### src/sv/frrs_pkg.sv
// package for the feedback round-robin scheduler
// types, codes and default sizes; no dependencies
package frrs_pkg;

	localparam int STORE_DEPTH_DEF = 16;
	localparam int SEQ_SLOTS_DEF = 16;

	localparam int ID_W = 16;
	localparam int LVL_W = 4;
	localparam int TIME_W = 16;
	localparam int ENTRY_W = ID_W + LVL_W + TIME_W;

	typedef enum logic [2:0] {
		ST_DISPATCH = 3'd0,
		ST_FINISH   = 3'd1,
		ST_IDLE     = 3'd2,
		ST_ADMIT    = 3'd3,
		ST_DROP     = 3'd4
	} status_t;

	typedef enum logic [1:0] {
		REG_QUANTUM  = 2'd0,
		REG_MAXLEVEL = 2'd1,
		REG_SEQ      = 2'd2,
		REG_SEQLEN   = 2'd3
	} reg_idx_t;

	typedef enum logic [2:0] {
		S_IDLE,
		S_SCAN,
		S_READK,
		S_SHIFT,
		S_TAIL,
		S_OUT
	} state_t;

endpackage

### src/sv/feedback_round_robin_scheduler_top.sv
// top level of the feedback round-robin scheduler
// entry store in one synchronous memory, sequencer for scan, shift and tail write
// depends on frrs_pkg
//
// channel | dir | fields (low bit first)
// s_axis  | in  | tdata: req_type, proc_id, start_level, exec_time (+3 zero bits)
// m_axis  | out | tdata: status, out_id, out_level, out_remaining, occupancy (+4 zero bits)
// cfg     | in  | wr_en, wr_index, wr_data (64 bits)
//
// admit, drop or idle tick: S_IDLE goes to S_OUT, which sets the output word valid.
// a tick runs the scan of the N stored entries, the pick read, compaction above the
// pick, tail write and output, set by the single memory port passes over the store.
// one word in flight; a finished word waits in the output register, and the next input
// word is taken from the cycle after the result word is taken.
// reset clears state, counters and valid flags; memory is undefined until written.
module feedback_round_robin_scheduler_top
	import frrs_pkg::*;
#(
	parameter int STORE_DEPTH = STORE_DEPTH_DEF,
	parameter int SEQ_SLOTS = SEQ_SLOTS_DEF
) (
	input  logic        clk,
	input  logic        arst_n,
	input  logic        s_axis_tvalid,
	output logic        s_axis_tready,
	input  logic [39:0] s_axis_tdata,  // req_type, proc_id, start_level, exec_time
	output logic        m_axis_tvalid,
	input  logic        m_axis_tready,
	output logic [47:0] m_axis_tdata,  // status, out_id, out_level, out_remaining, occupancy
	input  logic        wr_en,
	input  logic [1:0]  wr_index,
	input  logic [63:0] wr_data
);

	localparam int AW = (STORE_DEPTH > 1) ? $clog2(STORE_DEPTH) : 1;
	localparam int CW = $clog2(STORE_DEPTH + 1);
	localparam int SW = (SEQ_SLOTS > 1) ? $clog2(SEQ_SLOTS) : 1;

	logic [7:0]  quantum_q;
	logic [3:0]  max_level_q;
	logic [63:0] seq_q;
	logic [4:0]  seq_len_q;

	always_ff @(posedge clk or negedge arst_n) begin
		if (!arst_n) begin
			quantum_q <= 8'd1;
			max_level_q <= 4'd3;
			seq_q <= '0;
			seq_len_q <= 5'd1;
		end else if (wr_en) begin
			unique case (reg_idx_t'(wr_index))
				REG_QUANTUM:  quantum_q <= wr_data[7:0];
				REG_MAXLEVEL: max_level_q <= wr_data[3:0];
				REG_SEQ:      seq_q <= wr_data;
				REG_SEQLEN:   seq_len_q <= wr_data[4:0];
				default: ;
			endcase
		end
	end

	// entry memory
	logic [ENTRY_W-1:0] mem [STORE_DEPTH];
	logic               mem_we;
	logic [AW-1:0]      mem_waddr, mem_raddr;
	logic [ENTRY_W-1:0] mem_wdata, mem_rdata_q;

	always_ff @(posedge clk) begin
		if (mem_we) mem[mem_waddr] <= mem_wdata;
		mem_rdata_q <= mem[mem_raddr];
	end

	state_t state_q, state_d;
	logic [CW-1:0] count_q;
	logic [SW-1:0] slot_q;
	logic [CW-1:0] idx_q;       // read address counter
	logic [CW-1:0] best_q;
	logic          found_q;
	logic [3:0]    best_lv_q;
	logic [3:0]    start_q;
	logic [4:0]    top_q;
	logic          rd_vld_q;
	logic [CW-1:0] rd_idx_q;
	logic [ENTRY_W-1:0] pick_q;
	logic [2:0]    o_status_q;
	logic [15:0]   o_id_q, o_time_q;
	logic [3:0]    o_lvl_q;
	logic [CW-1:0] o_cnt_q;
	logic          o_valid_q;

	logic        req_type;
	logic [15:0] in_id, in_time;
	logic [3:0]  in_lvl;
	assign req_type = s_axis_tdata[0];
	assign in_id = s_axis_tdata[16:1];
	assign in_lvl = s_axis_tdata[20:17];
	assign in_time = s_axis_tdata[36:21];

	logic accept;
	assign s_axis_tready = (state_q == S_IDLE) && !o_valid_q;
	assign accept = s_axis_tvalid && s_axis_tready;

	logic [4:0] eff_len;
	always_comb begin
		eff_len = (seq_len_q == 5'd0) ? 5'd1 : seq_len_q;
		if (eff_len > 5'(SEQ_SLOTS)) eff_len = 5'(SEQ_SLOTS);
	end

	logic [SW-1:0] slot_eff;
	assign slot_eff = ({{(5-SW){1'b0}}, slot_q} >= eff_len) ? '0 : slot_q;
	logic [3:0] start_lv;
	assign start_lv = seq_q[{2'b00, slot_eff} * 4 +: 4];

	// scan fields of the returned entry
	logic [3:0]  rd_lvl;
	logic [15:0] rd_id, rd_time;
	assign rd_id = mem_rdata_q[15:0];
	assign rd_lvl = mem_rdata_q[19:16];
	assign rd_time = mem_rdata_q[35:20];

	logic scan_hit;
	assign scan_hit = rd_vld_q && (start_q != 4'd0) && (rd_lvl >= start_q)
		&& ({1'b0, rd_lvl} <= top_q) && (!found_q || rd_lvl < best_lv_q);

	logic scan_done, shift_done;
	assign scan_done = (idx_q == count_q) && !rd_vld_q;
	assign shift_done = (idx_q == count_q) && !rd_vld_q;

	// requeue values
	logic [15:0] new_time;
	logic [3:0]  new_lvl;
	logic [15:0] pk_id, pk_time;
	logic [3:0]  pk_lvl;
	assign pk_id = pick_q[15:0];
	assign pk_lvl = pick_q[19:16];
	assign pk_time = pick_q[35:20];
	assign new_time = (pk_time > {8'd0, quantum_q}) ? pk_time - {8'd0, quantum_q} : 16'd0;
	assign new_lvl = (pk_lvl <= max_level_q && pk_lvl != 4'd15) ? pk_lvl + 4'd1 : pk_lvl;

	always_comb begin
		state_d = state_q;
		unique case (state_q)
			S_IDLE: if (accept) begin
				if (!req_type || count_q == '0) state_d = S_OUT;
				else state_d = S_SCAN;
			end
			S_SCAN: if (scan_done) state_d = S_READK;
			S_READK: if (rd_vld_q) state_d = S_SHIFT;
			S_SHIFT: if (shift_done) state_d = S_TAIL;
			S_TAIL: state_d = S_OUT;
			S_OUT: state_d = S_IDLE;
			default: state_d = S_IDLE;
		endcase
	end

	always_comb begin
		mem_we = 1'b0;
		mem_waddr = count_q[AW-1:0];
		mem_wdata = {in_time, in_lvl, in_id};
		mem_raddr = idx_q[AW-1:0];
		unique case (state_q)
			S_IDLE: begin
				mem_we = accept && !req_type && (count_q < CW'(STORE_DEPTH));
			end
			S_READK: mem_raddr = best_q[AW-1:0];
			S_SHIFT: begin
				mem_we = rd_vld_q;
				mem_waddr = rd_idx_q[AW-1:0] - AW'(1);
				mem_wdata = mem_rdata_q;
			end
			S_TAIL: begin
				mem_we = (pk_time != 16'd0);
				mem_waddr = count_q[AW-1:0] - AW'(1);
				mem_wdata = {new_time, new_lvl, pk_id};
			end
			default: ;
		endcase
	end

	always_ff @(posedge clk or negedge arst_n) begin
		if (!arst_n) begin
			state_q <= S_IDLE;
			count_q <= '0;
			slot_q <= '0;
			idx_q <= '0;
			rd_vld_q <= 1'b0;
			found_q <= 1'b0;
			o_valid_q <= 1'b0;
		end else begin
			state_q <= state_d;
			if (m_axis_tvalid && m_axis_tready) o_valid_q <= 1'b0;
			rd_vld_q <= 1'b0;
			unique case (state_q)
				S_IDLE: if (accept) begin
					o_id_q <= in_id;
					o_lvl_q <= in_lvl;
					o_time_q <= in_time;
					idx_q <= '0;
					found_q <= 1'b0;
					best_q <= '0;
					start_q <= start_lv;
					top_q <= ({1'b0, max_level_q} + 5'd1 < {1'b0, start_lv}) ?
						{1'b0, start_lv} : {1'b0, max_level_q} + 5'd1;
					if (!req_type) begin
						if (count_q < CW'(STORE_DEPTH)) begin
							count_q <= count_q + CW'(1);
							o_status_q <= ST_ADMIT;
						end else o_status_q <= ST_DROP;
					end else if (count_q == '0) begin
						o_status_q <= ST_IDLE;
						o_id_q <= '0;
						o_lvl_q <= '0;
						o_time_q <= '0;
					end else begin
						slot_q <= slot_eff;
					end
				end
				S_SCAN: begin
					if (idx_q != count_q) begin
						idx_q <= idx_q + CW'(1);
						rd_vld_q <= 1'b1;
					end
					rd_idx_q <= idx_q;
					if (scan_hit) begin
						found_q <= 1'b1;
						best_q <= rd_idx_q;
						best_lv_q <= rd_lvl;
					end
				end
				S_READK: begin
					rd_vld_q <= !rd_vld_q;
					if (rd_vld_q) begin
						pick_q <= mem_rdata_q;
						idx_q <= best_q + CW'(1);
					end
				end
				S_SHIFT: begin
					if (idx_q != count_q) begin
						idx_q <= idx_q + CW'(1);
						rd_vld_q <= 1'b1;
					end
					rd_idx_q <= idx_q;
				end
				S_TAIL: begin
					o_id_q <= pk_id;
					if (pk_time == 16'd0) begin
						o_status_q <= ST_FINISH;
						o_lvl_q <= pk_lvl;
						o_time_q <= 16'd0;
						count_q <= count_q - CW'(1);
					end else begin
						o_status_q <= ST_DISPATCH;
						o_lvl_q <= new_lvl;
						o_time_q <= new_time;
						slot_q <= ({1'b0, slot_q} + 5'd1 >= eff_len) ? '0 :
							slot_q + SW'(1);
					end
				end
				S_OUT: begin
					o_valid_q <= 1'b1;
					o_cnt_q <= count_q;
				end
				default: ;
			endcase
		end
	end

	assign m_axis_tvalid = o_valid_q;
	assign m_axis_tdata = {4'd0, 5'(o_cnt_q), o_time_q, o_lvl_q, o_id_q, o_status_q};

endmodule
### config.mk
export PLATFORM = sky130hd
export DESIGN_NAME = feedback_round_robin_scheduler_top
export DESIGN_NICKNAME = d
export VERILOG_FILES = /design/src/sv/frrs_pkg.sv /design/src/sv/feedback_round_robin_scheduler_top.sv
export SDC_FILE = /design/constraint.sdc
export NUM_CORES = 1
export LEC_CHECK = 0
export BUFFER_PORTS_ARGS = -buffer_cell sky130_fd_sc_hd__buf_4
export CAP_MARGIN = 40
export CORE_ASPECT_RATIO = 1.25
export CORE_MARGIN = 1.5
export CORE_UTILIZATION = 45
export DETAILED_ROUTE_END_ITERATION = 8
export GPL_ROUTABILITY_DRIVEN = 0
export SYNTH_ARGS = -nofsm -noshare
export SYNTH_HDL_FRONTEND = slang
export SYNTH_SLANG_ARGS = --single-unit
### constraint.sdc
create_clock -name clk -period 5.2 [get_ports clk]
set_clock_uncertainty 0.2 [all_clocks]
set_input_delay 0.26 -clock clk [delete_from_list [all_inputs] [get_ports clk]]
set_output_delay 0.26 -clock clk [all_outputs]
set_load 0.01 [all_outputs]
## Word level (Yosys, flattened, before mapping)

Memory sizes are Yosys's and may differ from the RTL's. A register that Yosys moved wholly into a read port is not among the register bits.
Cells that the tools add are included.
W data, S select, Z words.

- Shift-type cells: 1
- Reductions and logical operators: 46
- Add/subtract/negate cells: 11
- Order comparisons: 10
- Equality and inequality tests: 24
- Mux-type cells: 62

Operator list:

| cell | number |
|---|---|
| $mux W16 | 8 |
| $pmux W36 S2 | 1 |
| $pmux W16 S2 | 2 |
| $shiftx A64 B7 Y4 | 1 |
| $mux W4 | 13 |
| $mux W5 | 10 |
| $mux W3 | 9 |
| $pmux W4 S2 | 3 |
| $ne A2 B2 Y1 const B | 10 |
| $pmux W5 S2 | 2 |
| $gt A16 B8 Y1 | 1 |
| $logic_not A16 Y1 | 1 |
| $reduce_and A4 Y1 | 4 |
| $reduce_bool A16 Y1 | 1 |
| $sub A16 B8 Y16 | 1 |
| $add A5 B1 Y5 const B | 3 |
| $pmux W3 S5 | 1 |
| $pmux W5 S3 | 1 |
| $reduce_and A3 Y1 | 5 |
| $reduce_and A2 Y1 | 6 |
| $logic_and A1 B1 Y1 | 11 |
| $add A4 B1 Y5 const B | 2 |
| $logic_not A5 Y1 | 2 |
| $reduce_and A5 Y1 | 2 |
| 34 further kinds | 54 |

- RAM bits: 576
- Logic and storage cells: 178
- Input port bits: 111
- Flip-flop bits (word level): 204
- Memories kept: 1
- Output and inout port bits: 50

Memories:

| name | depth | bits a word | rd ports | clocked after memory_dff | wr ports | RTL line | RTL |
|---|---|---|---|---|---|---|---|
| mem | 16 | 36 | 1 | 1 | 1 | feedback_round_robin_scheduler_top.sv:62 | `logic [ENTRY_W-1:0] mem [STORE_DEPTH];` |

## Depth between registers and ports, before layout

Gate-level depths: netlist (run 1).

- Depth in word-level cells: 10
- Depth in mapped cells: 18

## Least setup slack after synthesis (run 1)

OpenSTA, ideal clock, no wires.

- Path kind: register to register
- Start: register slot_q[0]
- End: register top_q[1], data pin
- Buffers on the path: 4
- Setup time: 0.268 ns
- Arrival: 4.147 ns
- Clock period less this slack: 4.615 ns
- Stages on the path, launching flop included: 19
- Slack: 0.585 ns
- Cell sequence: dfrtp_1 clkbuf_1 clkbuf_1 clkbuf_1 inv_1 ha_1 nand2b_1 a2111oi_0 or3_1 buf_2 and2_1 a31oi_1 a32o_1 ha_1 o21a_1 o21ai_0 nand2_1 o21ai_1 mux2i_1

- Longest elaborated chain between the ends: 5

RTL lines:

| item | RTL line | RTL |
|---|---|---|
| start, declared | feedback_round_robin_scheduler_top.sv:74 | `logic [SW-1:0] slot_q;` |
| start signal, assigned | feedback_round_robin_scheduler_top.sv:214 | `slot_q <= slot_eff;` |
| start signal, assigned | feedback_round_robin_scheduler_top.sv:254 | `slot_q <= ({1'b0, slot_q} + 5'd1 >= eff_len) ? '0 :` |
| $ge A4 B5 Y1 | feedback_round_robin_scheduler_top.sv:109 | `assign slot_eff = ({{(5-SW){1'b0}}, slot_q} >= eff_len) ? '0 : slot_q;` |
| $mux W4 * | feedback_round_robin_scheduler_top.sv:109 |  |
| $shiftx A64 B7 Y4 * | feedback_round_robin_scheduler_top.sv:111 | `assign start_lv = seq_q[{2'b00, slot_eff} * 4 +: 4];` |
| $lt A5 B4 Y1 | feedback_round_robin_scheduler_top.sv:201 | `top_q <= ({1'b0, max_level_q} + 5'd1 < {1'b0, start_lv}) ?` |
| $mux W4 * | feedback_round_robin_scheduler_top.sv:201 |  |
| end signal, assigned | feedback_round_robin_scheduler_top.sv:201 |  |
| end, declared | feedback_round_robin_scheduler_top.sv:80 | `logic [4:0] top_q;` |

Every way passes the cells marked *; elsewhere a longest branch is shown, timed or not.
A chain may end at the register's enable or synchronous reset.

## Final worst setup path (run 1)

- Start: register state_q[1]
- End: memory mem[6][30] in the netlist's numbering (enable)

- Longest elaborated chain between the ends: 8
- Elaborated cells between the ends (all ways): 11
- Those cells by class: eq/ne (2); mux (4); reduce/logical (5)

RTL lines:

| item | RTL line | RTL |
|---|---|---|
| start, declared | feedback_round_robin_scheduler_top.sv:72 | `state_t state_q, state_d;` |
| start signal, assigned | feedback_round_robin_scheduler_top.sv:189 | `state_q <= state_d;` |
| $logic_not A3 Y1 | feedback_round_robin_scheduler_top.sv:99, feedback_round_robin_scheduler_top.sv:160 |  |
| $logic_and A1 B1 Y1 | feedback_round_robin_scheduler_top.sv:99 | `assign s_axis_tready = (state_q == S_IDLE) && !o_valid_q;` |
| $logic_and A1 B1 Y1 | feedback_round_robin_scheduler_top.sv:100 | `assign accept = s_axis_tvalid && s_axis_tready;` |
| $logic_and A1 B1 Y1 (2 in series) | feedback_round_robin_scheduler_top.sv:162 | `mem_we = accept && !req_type && (count_q < CW'(STORE_DEPTH));` |
| $pmux W1 S3 | feedback_round_robin_scheduler_top.sv:160 | `unique case (state_q)` |
| $mux W1 | feedback_round_robin_scheduler_top.sv:68 | `if (mem_we) mem[mem_waddr] <= mem_wdata;` |
| $mux W1 (not written as such) | feedback_round_robin_scheduler_top.sv:68 |  |
| end, declared | feedback_round_robin_scheduler_top.sv:62 |  |

Parallel ways exist; a longest one is shown, timed or not.

==> metrics.md, run 1 <==
| Metric | Value |
|---|---|
| Utilization after layout | 53.8% |
| Class of the worst hold path | in -> reg |
| Most used DFF post-synth | edfxtp_1 |
| Post-route minimum period | roughly 4.5 ns |
| Max-cap viol count | 0 |
| Post-synth top area share | between 50 and 60% |
| Worst skew pair latency | approximately 0.63 ns |
| Die width | around 250 µm |
| Drt pass-1 iters | 5 |
| Core ar. | approximately 0.075 mm² |
| Number of setup violations in the final report | 0 |
| Detailed-placement wirelength estimate | ~50,000 µm |
| CP endpoint kind | flip-flop |
| Post-route cell area | just over 0.04 mm² |
| Max frequency | 0.223 GHz |
| Post-synth EDFFs | just under 700 |
| IO Count | around 160 |
| Clock slew at reported path FFs | approximately 0.060 ns |
| Top post-synthesis cells by area | edfxtp_1 60%, dfrtp_1 7.1%, mux4_2 5.5% |
| Most common library cells after synthesis | 679 x edfxtp_1, 185 x nand2_1, 97 x dfrtp_1, 83 x mux4_2, 81 x mux2_2 |
| Status | finished, final reports clean |
| Routed len/inst | around 24 µm |
| Unrepaired setup endpoints after global routing | false |
| Startpoint type of the worst setup path | flip-flop |
| CTS max path bufs | 3 |
| Most frequent cell after synthesis | edfxtp_1 |
| Initial DRC count | between 1,000 and 1,500 |
| DRC Markers | 0 |
| Vias | 19,100 |
| Setup CP Type | reg -> reg |
| Die Footprint | slightly below 0.08 mm² |
| Mean post-synth cell area | roughly 17 µm² |
| # diodes | 0 |
| WP data required | 5.27 ns |
| CTS tree | built |
| P_leak | around 0.014 µW |
| Post-synth cell types | between 70 and 80 |
| Final Max Slew Viols | 0 |
| Port-buffer cells | about 150 |
| Largest net degree at the start of global routing | 89 |
| Hold_ws | between 0.15 and 0.2 ns |
| Worst EP arrival | 4.56 ns |
| Slew Limit Headroom | roughly 36% |
| CTS Buf Count | 85 |
| CTS Sinks | about 820 |
| Worst Path Max Fanout | 21 |
| Cells after Synth | 1,989 |
| Fin. Hold Viols | 0 |
| Worst VDD drop | just over 0.4 mV |
| Flops & latches, synth | slightly above 800 |
| Grt ovf | 0 |
| Gr usage total | between 20% and 30% |
| Syn-to-layout area delta | 18.3% |
| Setup TNS | 0 ns |
| Pre-CTS WS | 0.823 ns |
| Initial Utilization | a little under half |
| Die H | just over 300 µm |
| Clk root buf | clkbuf_16 |
| Pwr dens | approximately 560 mW/mm² |
| Share of cells above drive strength 1 | 22.9% |
| Worst-Margin Slew | approximately 0.94 ns |
| Largest area contributor in the netlist | edfxtp_1 |
| Seq/Total Area, Yosys | between 60 and 70% |
| Htree depth | 3 |
| Period utilisation layout | a little under nine tenths |
| Global-route wire length before repair | 125,000 µm |
| DR vias/cell | between 5 and 6 |
| Initial antenna violation count | 0 |
| Post-route ant nets | 0 |
| Nets | 2,467 |
| Filler cells | 5,998 |
| Post-cts gate resize count | 0 |
| Placed inst area | around 0.036 mm² |
| Row cnt | approximately 110 |
| Yosys warnings | 0 |
| Hold_buf cts | about 110 |
| Worst setup margin | 0.714 ns |
| Synthesized area | about 0.034 mm² |
| # Post-CTS Setup Buffers | 0 |
| Final wirelength | 81,900 µm |
| Ys async rst share | ~12% |
| Vias in the first global route | approximately 20,000 |
[kinds of logic after synthesis]
group                    Yosys count  share of synthesized area [%]
AND/OR/NAND/NOR                  389                           5.36
flip-flops                       816                           69.5
XOR/XNOR                          32                          0.823
buffers and inverters            153                           2.68
other                              1                         0.0110
adder cells (fa/ha/maj)           45                           1.70
multiplexers                     252                           14.1
AO/OA/AOI/OAI                    301                           5.89
[critical path, cell delays in order (launching register included)]
cell	delay, ns
dfrtp_1	0.38
or3b_1	0.61
a21oi_1	0.25
ha_1	0.22
o21ai_0	0.10
nor2b_1	0.15
a211oi_1	0.58
nand2b_1	0.40
nor2_4	0.72
buf_4	0.50
[area by class of cell]
type                       count  area (µm²)  area share (%)
sequential                   816       23600            58.7
multi-input combinational   1023        9690            24.1
timing repair buffer         337        2910            7.21
clock buffer                 115        2290            5.69
tap                          969        1210            3.01
clock inverter                43         353           0.876
inverter                      48         180           0.447
[final timing paths]
check	startpoint	end	slack (ns)	depth (start not counted)
worst min-delay path	m_axis_tready	m_axis_tvalid	0.16	3
min in group asynchronous	arst_n	seq_q[57]	0.22	3
worst min register to register	mem_rdata_q[22]	pick_q[22]	0.23	0
max in group asynchronous	arst_n	seq_q[40]	3.55	4
worst max-delay path	state_q[1]	mem[6][30]	0.71	9
worst max register to register	state_q[1]	mem[6][30]	0.71	9
[per-stage QoR]
step | instances | power [µW]
4_1_cts | 3350 | 22800
3_3_place_gp | 3072 | 16700
3_5_place_dp | 3078 | 16900
6_report | 3351 | 22600
5_1_grt | 3351 | 23700
2_1_floorplan | 1992 | 14600
[registers in the layout, summed over array words and instances (netlist names), 3 cells and up]
signal and cells:
seq_q 64, state_q 3, o_cnt_q 5, quantum_q 8
o_lvl_q 4, best_lv_q 4, o_time_q 16, count_q 5
max_level_q 4, rd_idx_q 5, start_q 4, top_q 5
seq_len_q 5, idx_q 5, o_id_q 16, slot_q 4
o_status_q 3, pick_q 36, best_q 5, mem_rdata_q 36
mem 576
[cells in the final DEF (no fill, tap or decap), drive strengths merged, types with 47 or more instances in the layout]
cell	netlist	routed
nand2	185	185
o21ai	69	69
and2	47	47
clkbuf	49	115
inv	48	52
mux2	81	81
nor2	61	61
edfxtp	679	679
dlygate4sd3	0	114
buf	54	223
mux4	152	152
dfrtp	97	97
[report_power, final]
part	switching, µW	internal (µW)
logic	4350	2720
clock network	2540	3270
registers	447	9280
[metal layers]
layer / up-vias / global-route usage, % / share of wire (%)
met4: 0 / 6.54 / 2.3
met5: - / 0 / 0
met3: 105 / 3.02 / 5.3
li1: 8526 / - / -
met1: 9896 / 27.7 / 42
met2: 614 / 37.1 / 51
Note: power is estimated with default switching activity, not from simulation.
==> run 2, diff against run 1 <==
- CORE_MARGIN: 1.5 -> default
- clock period: 5.2 -> 4.4 ns (I/O delays scaled with it)
==> run 2 against run 1 <==
Maximum frequency rose by 10%. Sequential share of layout area fell by 0.71 points. Die area is 0.72% lower. Design area grew 1.2%. Hold slack worse by 0.025 ns. Sequential power is 18% higher. Critical endpoint is now mem[6][0]. Largest power group unchanged.
==> metrics.md, run 2 (same netlist as run 1, synthesis figures left out) <==
| Metric | Value |
|---|---|
| Global-route wire length before repair | 125,000 µm (+0.53%) |
| Core ar. | 0.0747 mm² (-0.19%) |
| Max FFs per register | 576 (unchanged) |
| Share of cells above drive strength 1 | 24.1% (+1.3 points) |
| Class of the worst hold path | in -> async |
| Pwr dens | 664 mW/mm² (+18%) |
| Most frequent cells in the layout | 679 x edfxtp_1, 235 x buf_4, 184 x nand2_1 |
| Post-route ant nets | 0 (unchanged) |
| Post-route cell area | 0.0408 mm² (+1.2%) |
| Gr usage total | 22.2% (+0.86 points) |
| Critical R2R Capture | mem[6][0] |
| Initial Utilization | 45.6% (+0.085 points) |
| Setup CP Type | reg -> reg |
| Net Switching | 8600 µW (+17%) |
| Worst VDD drop | 0.478 mV (+18%) |
| Setup TNS | 0 ns (unchanged) |
| Sw Share | 31.8% (-0.69 points) |
| Delay-heaviest family, CP | simple AND/OR/NAND/NOR gates |
| Largest net degree at the start of global routing | 73 (-18%) |
| Worst skew pair latency | 0.62 ns (about the same) |
| CP max stage cell | a211oi_1 |
| Clock slew at reported path FFs | 0.06 ns (about the same) |
| Pre-CTS WS | 0.0501 ns (-0.773 ns) |
| Largest Register | mem |
| DRC Markers | 0 (unchanged) |
| Internal | 18,500 µW (+21%) |
| P_leak | 0.0147 µW (+1.5%) |
| CTS Buf Count | 82 (-3.5%) |
| Worst setup margin | 0.337 ns (-0.377 ns) |
| Worst-Margin Slew | 0.904 ns (-0.0405 ns) |
| CP Capture Point | mem[6][0] |
| Worst path max stage delay | 0.64 ns (-0.08 ns) |
| Status | finished, final reports clean |
| R2r setup slk | 0.34 ns (-0.38 ns) |
| Vias in the first global route | 20,200 (+0.45%) |
| Unrepaired setup endpoints after global routing | false |
| Max frequency | 0.246 GHz (+10%) |
| Max-cap viol count | 0 (unchanged) |
| IO Count | 161 (unchanged) |
| Placed inst area | 0.0368 mm² (+0.78%) |
| Slew Limit Headroom | 39.1% (+2.9 points) |
| Htree depth | 3 (unchanged) |
| Commonest non-fill, non-tap cell in the layout | edfxtp_1 |
| Reg-to-reg startpoint | state_q[2] |
| Drt pass-1 iters | 6 (+1) |
| CTS max path bufs | 3 (unchanged) |
| Syn-to-layout area delta | 19.8% |
| Grt met1 use | 27.5% (-0.19 points) |
| Routed len/inst | 24.7 µm (+1.1%) |
| CP bufs+invs | 1 (unchanged) |
| Nets | 2,499 (+1.3%) |
| Worst EP arrival | 4.11 ns (-0.45 ns) |
| Comb power frac | 31.3% (about the same) |
| Met3 Usage GRT | 3.11% (+0.098 points) |
| Die width | 248 µm (-0.40%) |
| Startpoint type of the worst setup path | flip-flop |
| # Post-CTS Setup Buffers | 0 (unchanged) |
| Hold_ws | 0.132 ns (-0.0250 ns) |
| Number of setup violations in the final report | 0 (unchanged) |
| Final Max Slew Viols | 0 (unchanged) |
| Clock share of power | 26.2% (+0.5 points) |
| Row cnt | 112 (unchanged) |
| Port-buffer cells | 153 (unchanged) |
| Initial antenna violation count | 2 (+2) |
| Number of cells on the worst reg-to-reg path | 9 (unchanged) |
| Biggest regs | mem (576), seq_q (64) |
| Routing usage on met2 | 39.4% (+2.3 points) |
| Worst Path Max Fanout | 24 (+14%) |
| Final wirelength | 83,500 µm (+2.0%) |
| Seq pwr share | 42.5% (-0.5 points) |
| Grt ovf | 0 (unchanged) |
| Vias | 19,300 (+0.62%) |
| Utilization after layout | 54.6% (+0.76 points) |
| Period utilisation layout | 92.3% (+6.1 points) |
| CTS tree | built |
| Initial DRC count | 1,257 (-7.5%) |
| Detailed-placement wirelength estimate | 51,800 µm (+2.9%) |
| Crit path depth | 9 (unchanged) |
| CP cell instances | or3b_1, a21oi_1, ha_1, o21ai_0, nor2b_1, a211oi_1, nand2b_1, nor2_4, buf_4 |
| Die Footprint | 0.0768 mm² (-0.72%) |
| Fin. Hold Viols | 0 (unchanged) |
| Busiest grt layer | met2 |
| CTS Sinks | 816 (unchanged) |
| Clk root buf | clkbuf_16 |
| Crit path from | state_q[2] |
| Die H | 310 µm (-0.32%) |
| WP data required | 4.45 ns (-0.82 ns) |
| DR vias/cell | 5.70 (-0.28%) |
| CP endpoint kind | flip-flop |
| Post-route minimum period | 4.06 ns (-0.423 ns) |
run 2: worst min-delay path, stage by stage:
cell           delay [ns]
dlygate4sd3_1        0.52
buf_4                0.20
buf_4                0.40
run 2: layer usage:
layer | part of all wire (%) | up-vias
li1 | - | 8584
met1 | 40 | 9954
met2 | 52 | 576
met3 | 5.1 | 145
met4 | 3.0 | 0
met5 | 0 | -
run 2: repair_timing:
item / CTS / global route
resized for setup: 1 / 5
hold buffers: 124 / 0
endpoints found under the setup margin: 1 / 4
hold endpoints to repair: 342 / 0
cloned: 0 / 0
run 2: final cells by class:
| cell class | count | area, µm² |
|---|---|---|
| antenna | 1 | 2.50 |
| clock buffer | 107 | 2260 |
| clock inverter | 45 | 475 |
| fill | 5857 | 33900 |
| inverter | 48 | 180 |
| multi-input combinational | 1023 | 9720 |
| sequential | 816 | 23600 |
| tap | 969 | 1210 |
| timing repair buffer | 372 | 3270 |
run 2: metrics by stage:
step	cells	power, µW
after floorplan	1992	17300
after detailed placement	3104	20100
after global placement	3098	19800
after global routing	3381	28400
after CTS	3380	27300
final	3381	27100
run 2: worst min-delay path by stage:
stage          startpoint          to  slack (ns)  depth (start not counted)
2_1_floorplan      arst_n  count_q[0]       -0.28                          0
3_3_place_gp       arst_n     found_q       -0.05                          1
3_5_place_dp       arst_n  state_q[0]       -0.05                          1
4_1_cts            arst_n   seq_q[27]        0.13                          3
5_1_grt            arst_n   seq_q[19]        0.16                          3
6_report           arst_n   seq_q[19]        0.13                          3
run 2: power by group through the flow:
| stage | combinational, µW | clock (µW) | sequential, µW |
|---|---|---|---|
| 2_1_floorplan | 5810 | 0 | 11500 |
| 6_report | 8470 | 7100 | 11500 |
| 3_5_place_dp | 8420 | 0 | 11700 |
| 4_1_cts | 8550 | 7250 | 11500 |
| 3_3_place_gp | 8170 | 0 | 11600 |
| 5_1_grt | 9230 | 7530 | 11600 |
